### src/sbpc_pkg.sv
`default_nettype none
// ----------------------------------------------------------------------------
// sbpc_pkg
// Types and constants shared by the servo bank pulse controller.
// ----------------------------------------------------------------------------
package sbpc_pkg;

  localparam int unsigned MinMotionMs = 30;
  localparam int unsigned ChanMemW = 72;

  typedef enum logic [1:0] {
    OP_SET_TARGET = 2'd0,
    OP_POWER      = 2'd1,
    OP_RUN_FRAME  = 2'd2,
    OP_UNUSED     = 2'd3
  } opcode_e;

  typedef enum logic [1:0] {
    CFG_POWER_OVERRIDE = 2'd0,
    CFG_SERVO_MASK     = 2'd1,
    CFG_END_MARGIN     = 2'd2,
    CFG_NONE           = 2'd3
  } cfg_index_e;

  typedef enum logic [1:0] {
    LED_OFF   = 2'd0,
    LED_RED   = 2'd1,
    LED_GREEN = 2'd2,
    LED_NONE  = 2'd3
  } led_e;

  typedef struct packed {
    logic [1:0]  opcode;
    logic [4:0]  channel;
    logic [7:0]  position;
    logic [15:0] duration_ms;
    logic [31:0] now_ms;
    logic        bank;
    logic [1:0]  rail_status;
    logic        regulated;
  } in_item_t;

  typedef struct packed {
    logic       is_led_report;
    logic [1:0] bank_led;
    logic [4:0] channel_res;
    logic [7:0] pulse_width;
    logic       pulse_on;
    logic       last;
  } out_item_t;

  // One channel record as held in the channel memory.
  typedef struct packed {
    logic [7:0]  target;
    logic [7:0]  start;
    logic [15:0] duration;
    logic [31:0] start_time;
    logic [7:0]  current;
  } chan_rec_t;

  typedef struct packed {
    logic        start;
    logic [7:0]  start_pos;
    logic [7:0]  target;
    logic [31:0] elapsed;
    logic [15:0] duration;
  } div_req_t;

  typedef struct packed {
    logic       done;
    logic [7:0] pos;
  } div_rsp_t;

endpackage
`default_nettype wire

### src/servo_bank_pulse_controller_core.sv
`default_nettype none
// ----------------------------------------------------------------------------
// servo_bank_pulse_controller_core
// Multichannel servo motion and pulse controller with two power banks.
// ----------------------------------------------------------------------------
// Per-channel motion records live in one RAM of CHANNELS entries and are
// cleared by a sweep over every entry after reset, during which no input
// is accepted. A set target passes through the read and set states back to
// idle; a power report is answered in idle with a registered LED report.
// A run frame handles the bank's channels one after another: each channel
// reads its record, runs a bit-serial interpolation divide in the shared
// divider, writes back if the channel is a servo and hands over its pulse result.
module servo_bank_pulse_controller_core
  import sbpc_pkg::*;
#(
  parameter int unsigned CHANNELS  = 24,
  parameter int unsigned BANK_SIZE = 12
) (
  input  wire logic      clk_i,
  input  wire logic      rst_ni,
  input  wire logic      in_valid_i,
  output logic           in_ready_o,
  input  wire in_item_t  in_data_i,
  output logic           out_valid_o,
  input  wire logic      out_ready_i,
  output out_item_t      out_data_o,
  input  wire logic      cfg_we_i,
  input  wire logic [1:0] cfg_index_i,
  input  wire logic [23:0] cfg_data_i
);
  localparam int unsigned AW = $clog2(CHANNELS);

  typedef enum logic [7:0] {
    ST_CLEAR = 8'b0000_0001,
    ST_IDLE  = 8'b0000_0010,
    ST_READ  = 8'b0000_0100,
    ST_SET   = 8'b0000_1000,
    ST_DIV   = 8'b0001_0000,
    ST_WAIT  = 8'b0010_0000,
    ST_EMIT  = 8'b0100_0000,
    ST_NEXT  = 8'b1000_0000
  } state_e;

  state_e      state_q, state_d;
  in_item_t    item_q, item_d;
  logic [AW-1:0] addr_q, addr_d;
  logic [AW:0]   stop_q, stop_d;
  logic [1:0]  pok_q, pok_d, lock_q, lock_d;
  logic        ovr_q;
  logic [23:0] mask_q;
  logic [6:0]  margin_q;
  logic        ov_q, ov_d;
  out_item_t   out_q, out_d;
  logic [7:0]  newpos_q, newpos_d;

  logic        we;
  logic [AW-1:0] waddr, raddr;
  chan_rec_t   wrec, rrec;
  div_req_t    dreq;
  div_rsp_t    drsp;
  logic        servo;
  logic [7:0]  lim, clamped, pos1;

  sbpc_ram #(.Width(ChanMemW), .Depth(CHANNELS)) u_ram (
    .clk_i, .we_i(we), .waddr_i(waddr), .wdata_i(wrec), .raddr_i(raddr), .rdata_o(rrec)
  );

  sbpc_interp u_interp (.clk_i, .rst_ni, .req_i(dreq), .rsp_o(drsp));

  assign servo = ({{(32-AW){1'b0}}, addr_q} < 32'd24) ? mask_q[addr_q[4:0]] : 1'b0;
  assign lim   = 8'd255 - {1'b0, margin_q};
  assign pos1  = (drsp.pos > lim) ? lim : drsp.pos;
  assign clamped = (pos1 < {1'b0, margin_q}) ? {1'b0, margin_q} : pos1;
  assign raddr = addr_q;
  assign in_ready_o  = (state_q == ST_IDLE) && !ov_q;
  assign out_valid_o = ov_q;
  assign out_data_o  = out_q;

  always_comb begin
    dreq.start     = (state_q == ST_DIV);
    dreq.start_pos = rrec.start;
    dreq.target    = rrec.target;
    dreq.elapsed   = item_q.now_ms - rrec.start_time;
    dreq.duration  = rrec.duration;
  end

  always_comb begin
    logic [AW:0] f, s;
    state_d = state_q; item_d = item_q; addr_d = addr_q; stop_d = stop_q;
    pok_d = pok_q; lock_d = lock_q; ov_d = ov_q; out_d = out_q; newpos_d = newpos_q;
    we = 1'b0; waddr = addr_q; wrec = rrec;
    f = in_data_i.bank ? (AW+1)'(BANK_SIZE) : '0;
    s = f + (AW+1)'(BANK_SIZE);
    if (out_ready_i) ov_d = 1'b0;
    unique case (state_q)
      ST_CLEAR: begin
        we = 1'b1; wrec = '0;
        addr_d = addr_q + 1'b1;
        if ({1'b0, addr_q} == (AW+1)'(CHANNELS - 1)) begin
          state_d = ST_IDLE; addr_d = '0;
        end
      end
      ST_IDLE: begin
        if (in_valid_i && in_ready_o) begin
          item_d = in_data_i;
          unique case (opcode_e'(in_data_i.opcode))
            OP_SET_TARGET: begin
              if ({1'b0, in_data_i.channel} < 6'(CHANNELS)) begin
                addr_d = AW'(in_data_i.channel);
                state_d = ST_READ;
              end
            end
            OP_POWER: begin
              pok_d[in_data_i.bank] = 1'b0;
              out_d = '0; out_d.is_led_report = 1'b1; out_d.last = 1'b1;
              if (in_data_i.regulated) begin
                out_d.bank_led = LED_GREEN;
              end else begin
                pok_d[in_data_i.bank] = (in_data_i.rail_status == 2'd1) ||
                                        (in_data_i.rail_status == 2'd2);
                out_d.bank_led = in_data_i.rail_status[0] ? LED_RED : LED_OFF;
                if ((in_data_i.rail_status == 2'd0) || (in_data_i.rail_status == 2'd3))
                  lock_d[in_data_i.bank] = 1'b1;
              end
              ov_d = 1'b1;
            end
            OP_RUN_FRAME: begin
              stop_d = (s > (AW+1)'(CHANNELS)) ? (AW+1)'(CHANNELS) : s;
              if (f < (AW+1)'(CHANNELS)) begin
                addr_d = AW'(f);
                state_d = ST_READ;
              end
            end
            default: ;
          endcase
        end
      end
      ST_READ: begin
        state_d = (opcode_e'(item_q.opcode) == OP_SET_TARGET) ? ST_SET : ST_DIV;
      end
      ST_SET: begin
        we = 1'b1;
        wrec.target     = item_q.position;
        wrec.start      = rrec.current;
        wrec.start_time = item_q.now_ms;
        wrec.duration   = ((item_q.duration_ms < 16'(MinMotionMs)) ||
                           (item_q.position == rrec.current)) ? 16'd0 : item_q.duration_ms;
        lock_d[({1'b0, addr_q} < (AW+1)'(BANK_SIZE)) ? 1'b0 : 1'b1] = 1'b0;
        state_d = ST_IDLE;
      end
      ST_DIV: begin
        state_d = ST_WAIT;
      end
      ST_WAIT: begin
        if (drsp.done) begin
          newpos_d = servo ? clamped : rrec.current;
          we = servo;
          wrec.current = clamped;
          state_d = ST_EMIT;
        end
      end
      ST_EMIT: begin
        if (!ov_q || out_ready_i) begin
          out_d = '0;
          out_d.channel_res = 5'(addr_q);
          out_d.pulse_width = newpos_q;
          out_d.pulse_on = servo && (pok_q[item_q.bank] || ovr_q) && !lock_q[item_q.bank];
          out_d.last = ({1'b0, addr_q} + 1'b1) == stop_q;
          ov_d = 1'b1;
          state_d = ST_NEXT;
        end
      end
      ST_NEXT: begin
        if (out_d.last) begin
          state_d = ST_IDLE;
        end else begin
          addr_d = addr_q + 1'b1;
          state_d = ST_READ;
        end
      end
      default: state_d = ST_IDLE;
    endcase
  end

  always_ff @(posedge clk_i or negedge rst_ni) begin
    if (!rst_ni) begin
      state_q <= ST_CLEAR; addr_q <= '0; pok_q <= 2'b00; lock_q <= 2'b11;
      ov_q <= 1'b0; ovr_q <= 1'b0; mask_q <= '0; margin_q <= '0;
    end else begin
      state_q <= state_d; addr_q <= addr_d; pok_q <= pok_d; lock_q <= lock_d;
      ov_q <= ov_d;
      if (cfg_we_i) begin
        unique case (cfg_index_e'(cfg_index_i))
          CFG_POWER_OVERRIDE: ovr_q    <= cfg_data_i[0];
          CFG_SERVO_MASK:     mask_q   <= cfg_data_i;
          CFG_END_MARGIN:     margin_q <= cfg_data_i[6:0];
          default: ;
        endcase
      end
    end
  end

  always_ff @(posedge clk_i) begin
    item_q <= item_d; stop_q <= stop_d; out_q <= out_d; newpos_q <= newpos_d;
  end

  assert property (@(posedge clk_i) disable iff (!rst_ni)
    (out_valid_o && !out_ready_i) |=> $stable(out_data_o))
    else $error("result changed while stalled");
  assert property (@(posedge clk_i) disable iff (!rst_ni)
    in_ready_o |-> !out_valid_o)
    else $error("input taken with result pending");
  assert property (@(posedge clk_i) disable iff (!rst_ni)
    (state_q == ST_SET) |=> (state_q == ST_IDLE))
    else $error("set target did not complete");
  assert property (@(posedge clk_i) disable iff (!rst_ni)
    drsp.done |-> (state_q == ST_WAIT))
    else $error("divider finished out of turn");
endmodule
`default_nettype wire

### src/sbpc_ram.sv
`default_nettype none
// ----------------------------------------------------------------------------
// sbpc_ram
// Generic single-port-write, single-port-read RAM with registered read data.
// ----------------------------------------------------------------------------
module sbpc_ram #(
  parameter int unsigned Width = 8,
  parameter int unsigned Depth = 16
) (
  input  wire logic                     clk_i,
  input  wire logic                     we_i,
  input  wire logic [$clog2(Depth)-1:0] waddr_i,
  input  wire logic [Width-1:0]         wdata_i,
  input  wire logic [$clog2(Depth)-1:0] raddr_i,
  output logic      [Width-1:0]         rdata_o
);
  logic [Width-1:0] mem_q [Depth];

  always_ff @(posedge clk_i) begin
    if (we_i) begin
      mem_q[waddr_i] <= wdata_i;
    end
    rdata_o <= mem_q[raddr_i];
  end
endmodule
`default_nettype wire

### src/sbpc_interp.sv
`default_nettype none
// ----------------------------------------------------------------------------
// sbpc_interp
// Truncating linear interpolation, one quotient bit per cycle.
// ----------------------------------------------------------------------------
module sbpc_interp
  import sbpc_pkg::*;
(
  input  wire logic     clk_i,
  input  wire logic     rst_ni,
  input  wire div_req_t req_i,
  output div_rsp_t      rsp_o
);
  logic [23:0] prod_q, prod_d;   // delta * elapsed, elapsed < duration
  logic [15:0] rem_q, rem_d;
  logic [15:0] div_q, div_d;
  logic [7:0]  quo_q, quo_d;
  logic [7:0]  base_q, base_d;
  logic        down_q, down_d;
  logic [4:0]  cnt_q, cnt_d;
  logic        busy_q, busy_d;
  logic        done_q, done_d;
  logic [7:0]  res_q, res_d;
  logic [16:0] trial;
  logic [7:0]  delta;
  logic        dn;

  assign dn    = req_i.target < req_i.start_pos;
  assign delta = dn ? (req_i.start_pos - req_i.target) : (req_i.target - req_i.start_pos);
  assign trial = {rem_q, prod_q[23]} - {1'b0, div_q};

  // Quotient fits in 8 bits because elapsed < duration.
  always_comb begin
    prod_d = prod_q; rem_d = rem_q; div_d = div_q; quo_d = quo_q;
    base_d = base_q; down_d = down_q; cnt_d = cnt_q; busy_d = busy_q;
    done_d = 1'b0; res_d = res_q;
    if (req_i.start) begin
      if ((req_i.duration == 16'd0) || (req_i.elapsed >= {16'd0, req_i.duration})) begin
        res_d  = req_i.target;
        done_d = 1'b1;
      end else begin
        prod_d = delta * req_i.elapsed[15:0];
        rem_d  = 16'd0;
        div_d  = req_i.duration;
        base_d = req_i.start_pos;
        down_d = dn;
        cnt_d  = 5'd24;
        busy_d = 1'b1;
      end
    end else if (busy_q) begin
      if (!trial[16]) begin
        rem_d = trial[15:0];
      end else begin
        rem_d = {rem_q[14:0], prod_q[23]};
      end
      prod_d = {prod_q[22:0], 1'b0};
      quo_d  = {quo_q[6:0], ~trial[16]};
      cnt_d  = cnt_q - 5'd1;
      if (cnt_q == 5'd1) begin
        busy_d = 1'b0;
        done_d = 1'b1;
        res_d  = down_q ? (base_q - {quo_q[6:0], ~trial[16]})
                        : (base_q + {quo_q[6:0], ~trial[16]});
      end
    end
  end

  always_ff @(posedge clk_i or negedge rst_ni) begin
    if (!rst_ni) begin
      busy_q <= 1'b0;
      done_q <= 1'b0;
      cnt_q  <= '0;
    end else begin
      busy_q <= busy_d;
      done_q <= done_d;
      cnt_q  <= cnt_d;
    end
  end

  always_ff @(posedge clk_i) begin
    prod_q <= prod_d; rem_q <= rem_d; div_q <= div_d; quo_q <= quo_d;
    base_q <= base_d; down_q <= down_d; res_q <= res_d;
  end

  assign rsp_o.done = done_q;
  assign rsp_o.pos  = res_q;
endmodule
`default_nettype wire

### config.mk
export PLATFORM = sky130hd
export DESIGN_NAME = servo_bank_pulse_controller_core
export DESIGN_NICKNAME = d
export VERILOG_FILES = /design/src/sbpc_pkg.sv /design/src/servo_bank_pulse_controller_core.sv /design/src/sbpc_ram.sv /design/src/sbpc_interp.sv
export SDC_FILE = /design/constraint.sdc
export NUM_CORES = 2
export LEC_CHECK = 0
export BUFFER_PORTS_ARGS = -buffer_cell sky130_fd_sc_hd__clkbuf_2
export CAP_MARGIN = 20
export CORE_MARGIN = 4
export CORE_UTILIZATION = 55
export CTS_CLUSTER_DIAMETER = 100
export DETAILED_ROUTE_END_ITERATION = 6
export PLACE_DENSITY = 0.8
export SYNTH_ARGS = -nofsm -noshare
export SYNTH_HDL_FRONTEND = slang
export SYNTH_SLANG_ARGS = --single-unit
### constraint.sdc
create_clock -name clk_i -period 7.65 [get_ports clk_i]
set_input_delay 0.3825 -clock clk_i [delete_from_list [all_inputs] [get_ports clk_i]]
set_output_delay 0.3825 -clock clk_i [all_outputs]
set_load 0.05 [all_outputs]
## Word-level counts from Yosys, hierarchy flattened

Memory sizes are Yosys's and may differ from the RTL's. A register that Yosys moved wholly into a read port is not among the register bits.
Cells that the tools add are included.

| storage, ports and cells | value |
|---|---|
| bits in registers | 228 |
| memory bits (writable) | 1728 |
| input bits | 98 |
| output and inout bits | 20 |
| memories kept | 1 |

| cells by class | value |
|---|---|
| add/subtract/negate cells | 11 |
| multiply operators | 1 |
| order comparisons | 16 |
| equal/unequal tests | 32 |
| multiplexer cells | 83 |
| bitwise operators | 8 |
| reductions and logical operators | 40 |

Memory list:

| memory | depth | bits a word | rd ports | clocked after Yosys merged registers in | write ports | line | source |
|---|---|---|---|---|---|---|---|
| u_ram.mem_q | 24 | 72 | 1 | 1 | 1 | sbpc_ram.sv:17 | `logic [Width-1:0] mem_q [Depth];` |

Operators with widths:

| cell | number |
|---|---|
| $mux W8 | 16 |
| $pmux W64 S2 | 1 |
| $mux W16 | 5 |
| $mux W24 | 3 |
| $pmux W8 S7 | 1 |
| $mux W18 | 3 |
| $mux W5 | 9 |
| $pmux W18 S2 | 1 |
| $ge A32 B16 Y1 | 1 |
| $pmux W8 S2 | 2 |
| $sub A32 B32 Y32 | 1 |
| $mux W1 | 25 |
| $mul A8 B16 Y24 | 1 |
| $sub A8 B8 Y8 | 3 |
| $sub A17 B16 Y17 | 1 |
| $logic_not A16 Y1 | 1 |
| $lt A16 B5 Y1 const B | 1 |
| $reduce_and A2 Y1 | 8 |
| $pmux W5 S3 | 1 |
| $mux W2 | 6 |
| $lt A5 B5 Y1 const B | 2 |
| $ne A2 B1 Y1 const B | 5 |
| $ne A2 B2 Y1 const B | 5 |
| $pmux W5 S2 | 1 |
| other kinds (54) | 88 |

## Logic depth before layout (Yosys ltp)

| logic depth | value |
|---|---|
| depth in word-level cells | 10 |
| depth in mapped cells | 37 |

## Hierarchy

A second synthesis with hierarchy kept.

| unflattened totals | value |
|---|---|
| cells, all modules | 5405 |
| area total of the unflattened synthesis | 86985.9 µm² |

By module, submodules not included:

| module | times used | cells an instance | area an instance (µm²) | seq. area each (µm²) |
|---|---|---|---|---|
| sbpc_ram | 1 | 3438 | 67857.6 | 53331.1 |
| sbpc_interp | 1 | 1153 | 10576.4 | 2577.5 |
| servo_bank_pulse_controller_core | 1 | 814 | 8552.0 | 3867.5 |

## Worst setup path after synthesis

No wires, ideal clock.

| timing | value |
|---|---|
| path kind | register to register |
| start point | register u_ram.rdata_o[64] (read register of u_ram.mem_q) |
| end point | register u_interp.prod_q[22], data pin |
| library setup time | 0.266 ns |
| arrival | 7.470 ns |
| required time | 7.384 ns |
| path slack | -0.086 ns |
| stages on the path, launching flop included | 36 |
| buffers on the path | 3 |
| period minus slack after synthesis | 7.736 ns |
| cell sequence | dfxtp_1 -> inv_1 -> ha_1 -> inv_1 -> fa_1 -> a21oi_1 -> o21bai_1 -> a21o_1 -> a2111oi_0 -> nand2b_1 -> buf_2 -> buf_2 -> mux2i_1 -> o21ai_1 -> a21oi_1 -> xor2_1 -> clkbuf_1 -> nor2_1 -> fa_1 -> fa_1 -> fa_1 -> inv_1 -> fa_1 -> inv_1 -> ha_1 -> a21o_1 -> a21o_1 -> nand3_1 -> nand2_1 -> a41oi_1 -> a21oi_1 -> a41o_1 -> or4_1 -> a31oi_1 -> xor2_1 -> o21ai_1 |

| on the way | value |
|---|---|
| longest elaborated chain between the ends | 5 |

Ends and longest elaborated chain:

| what | line | source |
|---|---|---|
| from (decl) | sbpc_ram.sv:15 | `output logic [Width-1:0] rdata_o` |
| $lt A8 B8 Y1 | sbpc_interp.sv:28 | `assign dn = req_i.target < req_i.start_pos;` |
| via u_interp.dn | sbpc_interp.sv:26 | `logic dn;` |
| $mux W8 | sbpc_interp.sv:29 | `assign delta = dn ? (req_i.start_pos - req_i.target) : (req_i.target - req_i.start_pos);` |
| $mul A8 B16 Y24 | sbpc_interp.sv:42 | `prod_d = delta * req_i.elapsed[15:0];` |
| $mux W24 | sbpc_interp.sv:38 | `if ((req_i.duration == 16'd0) \|\| (req_i.elapsed >= {16'd0, req_i.duration})) begin` |
| $mux W24 | sbpc_interp.sv:37 | `if (req_i.start) begin` |
| via u_interp.prod_d[22] | sbpc_interp.sv:14 | `logic [23:0] prod_q, prod_d;` |
| to (signal assigned) | sbpc_interp.sv:81 | `prod_q <= prod_d; rem_q <= rem_d; div_q <= div_d; quo_q <= quo_d;` |
| to (decl) | sbpc_interp.sv:14 |  |

The timed path passes the listed nets, and every way through them passes these cells. The select of a mux whose other input is x is not followed.
A chain may end at the register's enable or synchronous reset.

## Worst setup path after layout

| timing | value |
|---|---|
| start point | register u_ram.rdata_o[64] (read register of u_ram.mem_q) |
| end point | register u_interp.prod_q[22], data pin |

| on the way | value |
|---|---|
| longest elaborated chain between the ends | 5 |

Ends and longest elaborated chain:

| what | line |
|---|---|
| $sub A8 B8 Y8 or $lt A8 B8 Y1 (tied branches) | sbpc_interp.sv:29, sbpc_interp.sv:28 |
| $mux W8 * | sbpc_interp.sv:29 |
| $mul A8 B16 Y24 * | sbpc_interp.sv:42 |
| $mux W24 * | sbpc_interp.sv:38 |
| $mux W24 * | sbpc_interp.sv:37 |
| via u_interp.prod_d[22] | sbpc_interp.sv:14 |

The timed path passes the listed nets; every way through them passes the cells marked *. The select of a mux whose other input is x is not followed.

==> flow_summary.ini <==
[routing]
firstDrtPassIters = 6
post_drt_wl_per_cell_um = 30.63
vias = 47040
wl_um = 219700
dr.first_iter.drc_count = 7178
drc_errors = 0
via_per_inst = 6.560
drtAntennaViolNets = 0

[setup_path]
critPathMaxFanout = 7
cp_slowest_cell = fa_1
slowest_delay_ns = 0.57
cp_common_cell = fa_1
worstSetupPathType = reg2reg
critPathArrivalTime_ns = 7.95
startpoint_type = register
crit_required_ns = 8.22
end_kind = register

[cts]
clk_pin_slew_ns = 0.07
clock_path_buffers = 3
clkLatencyLatePin_ns = 0.84
cts_buffers = 192
htree_num_levels = 4
clock-root-buffer = clkbuf_16
tritoncts = built
cts.sinks = 2024

[synth]
synth_top_cell_by_area = edfxtp_1
yosysWarningCount = 0
synthArstFlopShare = 0.02816
syn_area_mm2 = 0.08414
yosysSeqAreaShare = 0.7105
synth_seq_cells = 2024
synth_cell_types = 75
synth_common_cells = 1895 x edfxtp_1, 438 x mux4_2, 230 x inv_1, 229 x nor2_1, 197 x nand2_1
syn_inst = 4597
synth_edf_count = 1895
synthTopCellsByArea = edfxtp_1 68%, mux4_2 12%, ha_1 2.2%
syn_nets = 4935
yosysMostFrequentCell = edfxtp_1
ys.flop_type = edfxtp_1
synth_top_cell_area_share = 0.6763
avgSynthCellArea_um2 = 18.30

[cells_and_area]
stdcell_count = 7171
area_growth_pct = 13.90
multi_input_comb_area_mm2 = 0.02308
layout-drive-gt1-share = 0.2367
seqCellArea_mm2 = 0.05979
utilization = 0.6309
stdcell_area_mm2 = 0.09583
fill_cells = 9755
fin_nets = 5307

[sta]
slew_violations = 0
hold_viol = 0
skew_ns = 0.03394
setup_slack_ns = 0.2621
maxSlewHeadroom = 0.2246
fin_crit_sh = 0.9657
period_needed_ns = 7.388
max_clock_freq_ghz = 0.1354
setup_violations = 0
worst_pin_slew_ns = 1.160

[die]
start_util = 0.5539
core-area_mm2 = 0.1519
io_pins = 118
fp.dieArea_mm2 = 0.1593
dieHeight_um = 399.1
row_count = 143
die_x_um = 399.1

[hold_path]
hold_path.class = in2reg

[place]
io_buffers = 117
place_hpwl_um = 117500
gp_congestion = 0.8734
preCtsSetupSlack_ns = -0.1418
dpl.cell_count = 6695
place_area_mm2 = 0.08828

[grt]
grt_pass1_vias = 47980
grt.total_usage = 0.2788
grt_first_pass_wirelength_um = 322900
grt.overflow.total = 0
antenna_found_initial = 11
grt_max_degree = 149

[run]
drv_cap = 0

[outcome]
status = complete, no violations
==> kinds of logic after synthesis <==
| group | share of synthesized area |
|---|---|
| AO/OA/AOI/OAI | 0.04488 |
| XOR/XNOR | 0.008744 |
| adder cells (fa/ha/maj) | 0.04363 |
| buffers and inverters | 0.01967 |
| flip-flops | 0.7105 |
| multiplexers | 0.1346 |
| AND/OR/NAND/NOR | 0.03804 |
==> layout by cell type (no fill, tap or decap), types with 58 or more instances in the layout <==
cell type	n
dfxtp_1	71
clkbuf_1	58
clkbuf_2	117
edfxtp_1	1895
nand3_1	99
a22oi_1	149
nand2_1	197
dlygate4sd3_1	95
buf_4	137
nor2_1	201
fa_1	88
mux2_2	117
o21ai_0	62
inv_1	227
a22o_1	65
mux4_2	438
a21oi_1	91
clkbuf_16	196
ha_1	148
==> critical path, delay by kind of cell, from the launching register on <==
family                     cells  cell delay [ns]
adders and majority gates      7             2.68
AOI/OAI and AO/OA             14             2.30
and+or+nand+nor                5             0.94
buffers and inverters          5             0.39
DFF                            1             0.32
xor gates and xnor gates       2             0.30
muxes                          1             0.20
==> per-layer routing <==
layer | GRT usage | share of wire
met1 | 0.3642 | 0.35
met2 | 0.4481 | 0.49
met3 | 0.06760 | 0.11
met4 | 0.1276 | 0.050
met5 | 0 | 0.00035
==> through the flow <==
stage          setup TNS (ns)  hold slack, ns
2_1_floorplan               0         0.08691
4_1_cts                     0        0.004923
6_report                    0         0.08211
3_5_place_dp          -0.2036          0.4365
5_1_grt              -0.08456         0.08025
3_3_place_gp         -0.08544          0.4261
==> cell type report <==
cell class                      count  area share
Inverter                          232    0.009100
Multi-Input combinational cell   2134      0.2409
Clock inverter                     88    0.009596
Sequential cell                  2024      0.6239
Timing Repair Buffer              385     0.03405
Tap cell                         2030     0.02650
Antenna cell                        7   0.0001828
Clock buffer                      271     0.05578
==> final timing paths <==
check	startpoint	end	slack, ns	cells past startpoint
setup / recovery	u_ram.rdata_o[64]	u_interp.prod_q[22]	0.26	34
max in group asynchronous	rst_ni	addr_q[0]	6.80	3
hold reg to reg	item_q[66]	state_q[3]	0.44	1
hold / removal	in_data_i[63]	addr_q[3]	0.08	4
min in group asynchronous	rst_ni	margin_q[6]	0.27	3
setup reg to reg	u_ram.rdata_o[64]	u_interp.prod_q[22]	0.26	34
==> state kept, by name, indices dropped and copies added, names as in the netlist, 2 cells and up <==
signal	flops
pok_q	2
u_interp.div_q	16
u_interp.cnt_q	5
newpos_q	8
u_interp.res_q	8
u_interp.rem_q	16
u_interp.prod_q	24
mask_q	24
state_q	8
u_interp.quo_q	7
u_ram.rdata_o	72
out_data_o	18
u_interp.base_q	8
u_ram.mem_q	1728
item_q	59
lock_q	2
addr_q	5
stop_q	2
margin_q	7
==> what timing repair did <==
| action | in CTS | in global routing |
|---|---|---|
| gates resized for setup | 4 | 34 |
| gates cloned | 0 | 1 |
| pin swaps | 1 | 18 |
| buffers inserted | 0 | 10 |
| setup endpoints to repair | 2 | 6 |
| hold buffers | 95 | 0 |
| hold endpoints to repair | 161 | 0 |
Power is left out: the tool's default activity adds up to more than one toggle a clock period on the data nets, which glitch-free logic cannot reach.
